`config.mk`:
```
export PLATFORM = sky130hd
export DESIGN_NAME = cc2d_front
export DESIGN_NICKNAME = d
export VERILOG_FILES = /design/src/hdl/cc2d_pkg.sv /design/src/hdl/cc2d_front.sv
export SDC_FILE = /design/constraint.sdc
export NUM_CORES = 1
export LEC_CHECK = 0
export BUFFER_PORTS_ARGS = -buffer_cell sky130_fd_sc_hd__buf_2
export CELL_PAD_IN_SITES_DETAIL_PLACEMENT = 0
export CELL_PAD_IN_SITES_GLOBAL_PLACEMENT = 2
export CORE_MARGIN = 1
export CORE_UTILIZATION = 26
export CTS_BUF_LIST = sky130_fd_sc_hd__clkbuf_16
export DETAILED_ROUTE_END_ITERATION = 6
export GPL_TIMING_DRIVEN = 0
export MAX_ROUTING_LAYER = met4
export PLACE_DENSITY = 0.69
export SLEW_MARGIN = 40
export SYNTH_ARGS = -nofsm -noshare
export SYNTH_HDL_FRONTEND = slang
export SYNTH_SLANG_ARGS = --single-unit
```
`constraint.sdc`:
```
create_clock -name clock -period 5.1 [get_ports clock]
set_input_delay 0.51 -clock clock [delete_from_list [all_inputs] [get_ports clock]]
set_output_delay 0.51 -clock clock [all_outputs]
set_load 0.02 [all_outputs]
```
`src/hdl/cc2d_pkg.sv`:
```
// Package for the circular convolution scatter engine: shared types, codes and constants.
// Used by all modules in hdl; depends on nothing.
`timescale 1ns / 1ps
package cc2d_pkg;
   localparam int MAX_IMAGE_DIM_DEF  = 64;
   localparam int MAX_FILTER_DIM_DEF = 8;

   typedef enum logic [1:0] {
      KIND_TAP   = 2'd0,
      KIND_IMP   = 2'd1,
      KIND_READ  = 2'd2,
      KIND_CLEAR = 2'd3
   } kind_type;

   typedef enum logic [2:0] {
      REG_IMAGE_ROWS  = 3'd0,
      REG_IMAGE_COLS  = 3'd1,
      REG_FILTER_ROWS = 3'd2,
      REG_FILTER_COLS = 3'd3,
      REG_EDGE_MODE   = 3'd4
   } reg_index_type;

   // One classified word handed from the front part to the back part.
   typedef struct packed {
      kind_type    kind;
      logic        in_image;
      logic [5:0]  row;
      logic [5:0]  col;
      logic [15:0] value;
   } cmd_type;
endpackage

```
`src/hdl/cc2d_front.sv`:
```
// Front part: accepts request words, classifies them and queues them for the back part.
// Depends on cc2d_pkg.
`timescale 1ns / 1ps
module cc2d_front #(
   parameter int MAX_IMAGE_DIM = cc2d_pkg::MAX_IMAGE_DIM_DEF
) (
   input  logic              clock,
   input  logic              reset,
   input  logic              req_tvalid,
   output logic              req_tready,
   input  logic [27:0]       req_tdata,
   input  logic [1:0]        req_tuser,
   input  logic [6:0]        image_rows,
   input  logic [6:0]        image_cols,
   output logic              cmd_valid,
   input  logic              cmd_ready,
   output cc2d_pkg::cmd_type cmd
);
   localparam int DIM_W = $clog2(MAX_IMAGE_DIM + 1);

   cc2d_pkg::cmd_type q_ff [2];
   logic [1:0] cnt_ff, cnt_in;
   logic       wr_ptr_ff, rd_ptr_ff;
   cc2d_pkg::cmd_type cls;
   logic [DIM_W-1:0] ir, ic;
   logic push, pop;

   // Clamp image size the same way the back part clamps it.
   always_comb begin
      ir = (image_rows == 7'd0) ? DIM_W'(1) :
           ({25'd0, image_rows} > 32'(MAX_IMAGE_DIM)) ? DIM_W'(MAX_IMAGE_DIM) :
           DIM_W'(image_rows);
      ic = (image_cols == 7'd0) ? DIM_W'(1) :
           ({25'd0, image_cols} > 32'(MAX_IMAGE_DIM)) ? DIM_W'(MAX_IMAGE_DIM) :
           DIM_W'(image_cols);
   end

   // Classify the incoming word.
   always_comb begin
      cls.kind     = cc2d_pkg::kind_type'(req_tuser);
      cls.row      = req_tdata[5:0];
      cls.col      = req_tdata[11:6];
      cls.value    = req_tdata[27:12];
      cls.in_image = (32'(cls.row) < 32'(ir)) && (32'(cls.col) < 32'(ic));
   end

   assign req_tready = (cnt_ff != 2'd2);
   assign push       = req_tvalid && req_tready;
   assign cmd_valid  = (cnt_ff != 2'd0);
   assign pop        = cmd_valid && cmd_ready;
   assign cmd        = q_ff[rd_ptr_ff];
   assign cnt_in     = cnt_ff + {1'b0, push} - {1'b0, pop};

   // Two-entry queue between the front and the back.
   always_ff @(posedge clock) begin
      if (reset) begin
         cnt_ff    <= 2'd0;
         wr_ptr_ff <= 1'b0;
         rd_ptr_ff <= 1'b0;
      end else begin
         cnt_ff <= cnt_in;
         if (push) wr_ptr_ff <= ~wr_ptr_ff;
         if (pop) rd_ptr_ff <= ~rd_ptr_ff;
      end
      if (push) q_ff[wr_ptr_ff] <= cls;
   end
endmodule

```
==> results.toml <==
[clocking]
post_cts_buffers = 0
clock_latency_ns = 0.32
cts-resized-gates = 0
cts_root_buf = "clkbuf_16"
cts-htree-levels = 3
cts_buffers = 9
cts_sinks = 67
cts_max_path_buffers = 2
cts_tree = "built"
clk_pin_slew_ns = 0.05
ctsHoldBuffers = 0

[logic_synthesis]
synth_top_family_by_area = "multiplexers"
syn_area_per_cell_um2 = 17.5
syn_inst = 158
syn_area_um2 = 2770
synth_compound_area_share_pct = 2.89
synth_xor_area_share_pct = 1.26
synth_area_leaders = "edfxtp_1 (67%), mux2_2 (13%), ha_1 (5.4%)"
ys_seq_area_share_pct = 70.8
yosys_warnings = 0
ys_ff_latch = 67
synthMuxAreaShare_pct = 12.6
synth_nets = 218
yosys.cell_types.count = 26
synth_top_area_share_pct = 67.2
synth_fa_ha_area_share_pct = 5.42
synth_simple_gate_area_share_pct = 6.32
synth_top_area_cell = "edfxtp_1"

[detailed_routing]
drcViolationCount = 0
wire_per_inst_um = 13.2
firstDrtPassIters = 4
dr_total_vias = 1650
ant_nets = 0
vias_per_cell = 4.21
drt_iter0_drc = 35
wl_mm = 5.19

[global_route]
antenna_found_initial = 0
grt.overflow.total = 0
grt_use_total_pct = 10.2
grt_pass1_wl_mm = 8.12
grt_max_degree = 17
grt_pass1_vias = 1667

[floorplanning]
start_util_pct = 26.8
row_count = 37
die_area_um2 = 11100
io_pins = 81
die_y_um = 105
die_w_um = 105
core_area_um2 = 10300

[finish]
final_nets = 311
finalNonFillerCells = 392
n_fill_cell = 1034
syn_to_final_growth_pct = 33.2
mostFrequentLayoutCell = "buf_2"
design_area_um2 = 3690
n_antenna_cell = 0
final_cell_mix = "buf_2 (83), edfxtp_1 (62), mux2_2 (31)"
drive_gt1_share_pct = 52.3

[timing]
finalCriticalPeriod_ns = 2.05
setup_tns_ns = 0
tightest_slew_ns = 0.557
hold_viol = 0
finalSetupViolations = 0
post-route-period-util_pct = 40.1
max_freq_mhz = 488
slew_headroom_pct = 62.8
hold_slack_ns = 0.375
finClkSkew_ns = 0.00607
drv_slew = 0
rsz0062_at_grt = "no"

[critical_path]
worstPathArrival_ns = 1.54
r2r_slack_ns = 3.35
cp-end-kind = "primary output"
ff2ff_path_depth = 8
worstSetupPathType = "register to primary output"
start_kind = "register"
r2r_start = "cnt_ff[1]"
crit_path_max_fanout = 10
r2r-end = "cnt_ff[1]"
required_ns = 4.59

[placed_design]
gp_congestion = 0.680
dp.cells = 376
placed_area_um2 = 3400
port_buffers = 80
dp.final_hpwl_mm = 3.82

[job]
cap_viol_max_count = 0

[worst_hold_path]
hold_depth = 1
min-delay-start = "req_tdata[20]"
min_path_type = "primary input to register"
min_to = "q_ff[1][8]"

[power_and_ir_drop]
vdd_ir_drop_max_mv = 0.141
power.leakage_nw = 1.45
power_density_nw_per_um2 = 486

[outcome]
status = "finished clean"
area by class of cell:
class | count | area (µm²) | share of cell area, %
sequential | 67 | 1960 | 53.2
timing repair buffer | 82 | 455 | 12.3
clock inverter | 7 | 60.1 | 1.63
multi-input combinational | 87 | 798 | 21.6
clock buffer | 9 | 225 | 6.10
inverter | 1 | 3.75 | 0.102
tap | 136 | 170 | 4.61
buffer | 3 | 15.0 | 0.407
through the flow:
step / util (%) / worst slack [ns] / power, mW
6_report: 35.7 / 3.05 / 1.79
3_5_place_dp: 33.0 / 3.08 / 1.24
3_3_place_gp: 32.4 / 1.66 / 1.21
5_1_grt: 35.7 / 2.94 / 1.89
4_1_cts: 35.7 / 2.97 / 1.83
2_1_floorplan: - / 2.64 / 1.06
worst max-delay path, cell delays in order (launching register included):
cell and delay (ns):
dfxtp_1 0.39, buf_2 0.30, mux2_2 0.37, buf_2 0.16
logic make-up (layout without fill, tap and decap cells):
group / count (synthesis) / in the layout
adders and majority gates: 12 / 12
xor gates and xnor gates: 4 / 4
AOI/OAI and AO/OA: 12 / 12
muxes: 31 / 31
buffers and inverters: 4 / 102
and+or+nand+nor: 28 / 28
DFF: 67 / 67
cell usage after synthesis:
master	n
xor2_1	2
a21o_1	2
ha_1	12
a22o_1	1
nor3_1	2
or4_1	2
or2b_1	1
o21bai_1	2
nand2_1	1
nor2_1	5
buf_2	3
and3_1	1
or2_2	1
nor2b_1	1
dfxtp_1	5
nor4_2	1
xnor2_1	2
nand2b_1	10
and4b_1	2
edfxtp_1	62
o211ai_1	2
mux2_2	31
o22ai_1	1
and2_1	1
a21oi_1	4
inv_1	1
routing by layer:
layer,track usage (%),up-vias,wire (µm)
met5,-,-,0
met4,5.43,0,105
met3,3.09,8,280
met2,16.6,55,2550
met1,11.4,788,2260
li1,-,799,-
state kept, by name, indices dropped and copies added (netlist names), named ones only:
name,flops
rd_ptr_ff,1
q_ff,62
cnt_ff,2
wr_ptr_ff,1
worst max path at each step:
stage,start,endpoint,cells past startpoint
4_1_cts,register,cmd[23],3
3_3_place_gp,req_tvalid,q_ff[0][26],3
2_1_floorplan,cnt_ff[0],q_ff[0][0],3
5_1_grt,register,cmd[2],3
3_5_place_dp,image_cols[6],q_ff[0][28],6
6_report,register,cmd[0],3
report_power, final:
group	leakage [nW]	internal (mW)	switching, mW	total [mW]
registers	0.621	0.700	0.0237	0.724
logic	0.681	0.208	0.280	0.488
clock network	0.144	0.371	0.209	0.581
total	1.45	1.28	0.513	1.79
(Power assumes the default switching activity.)
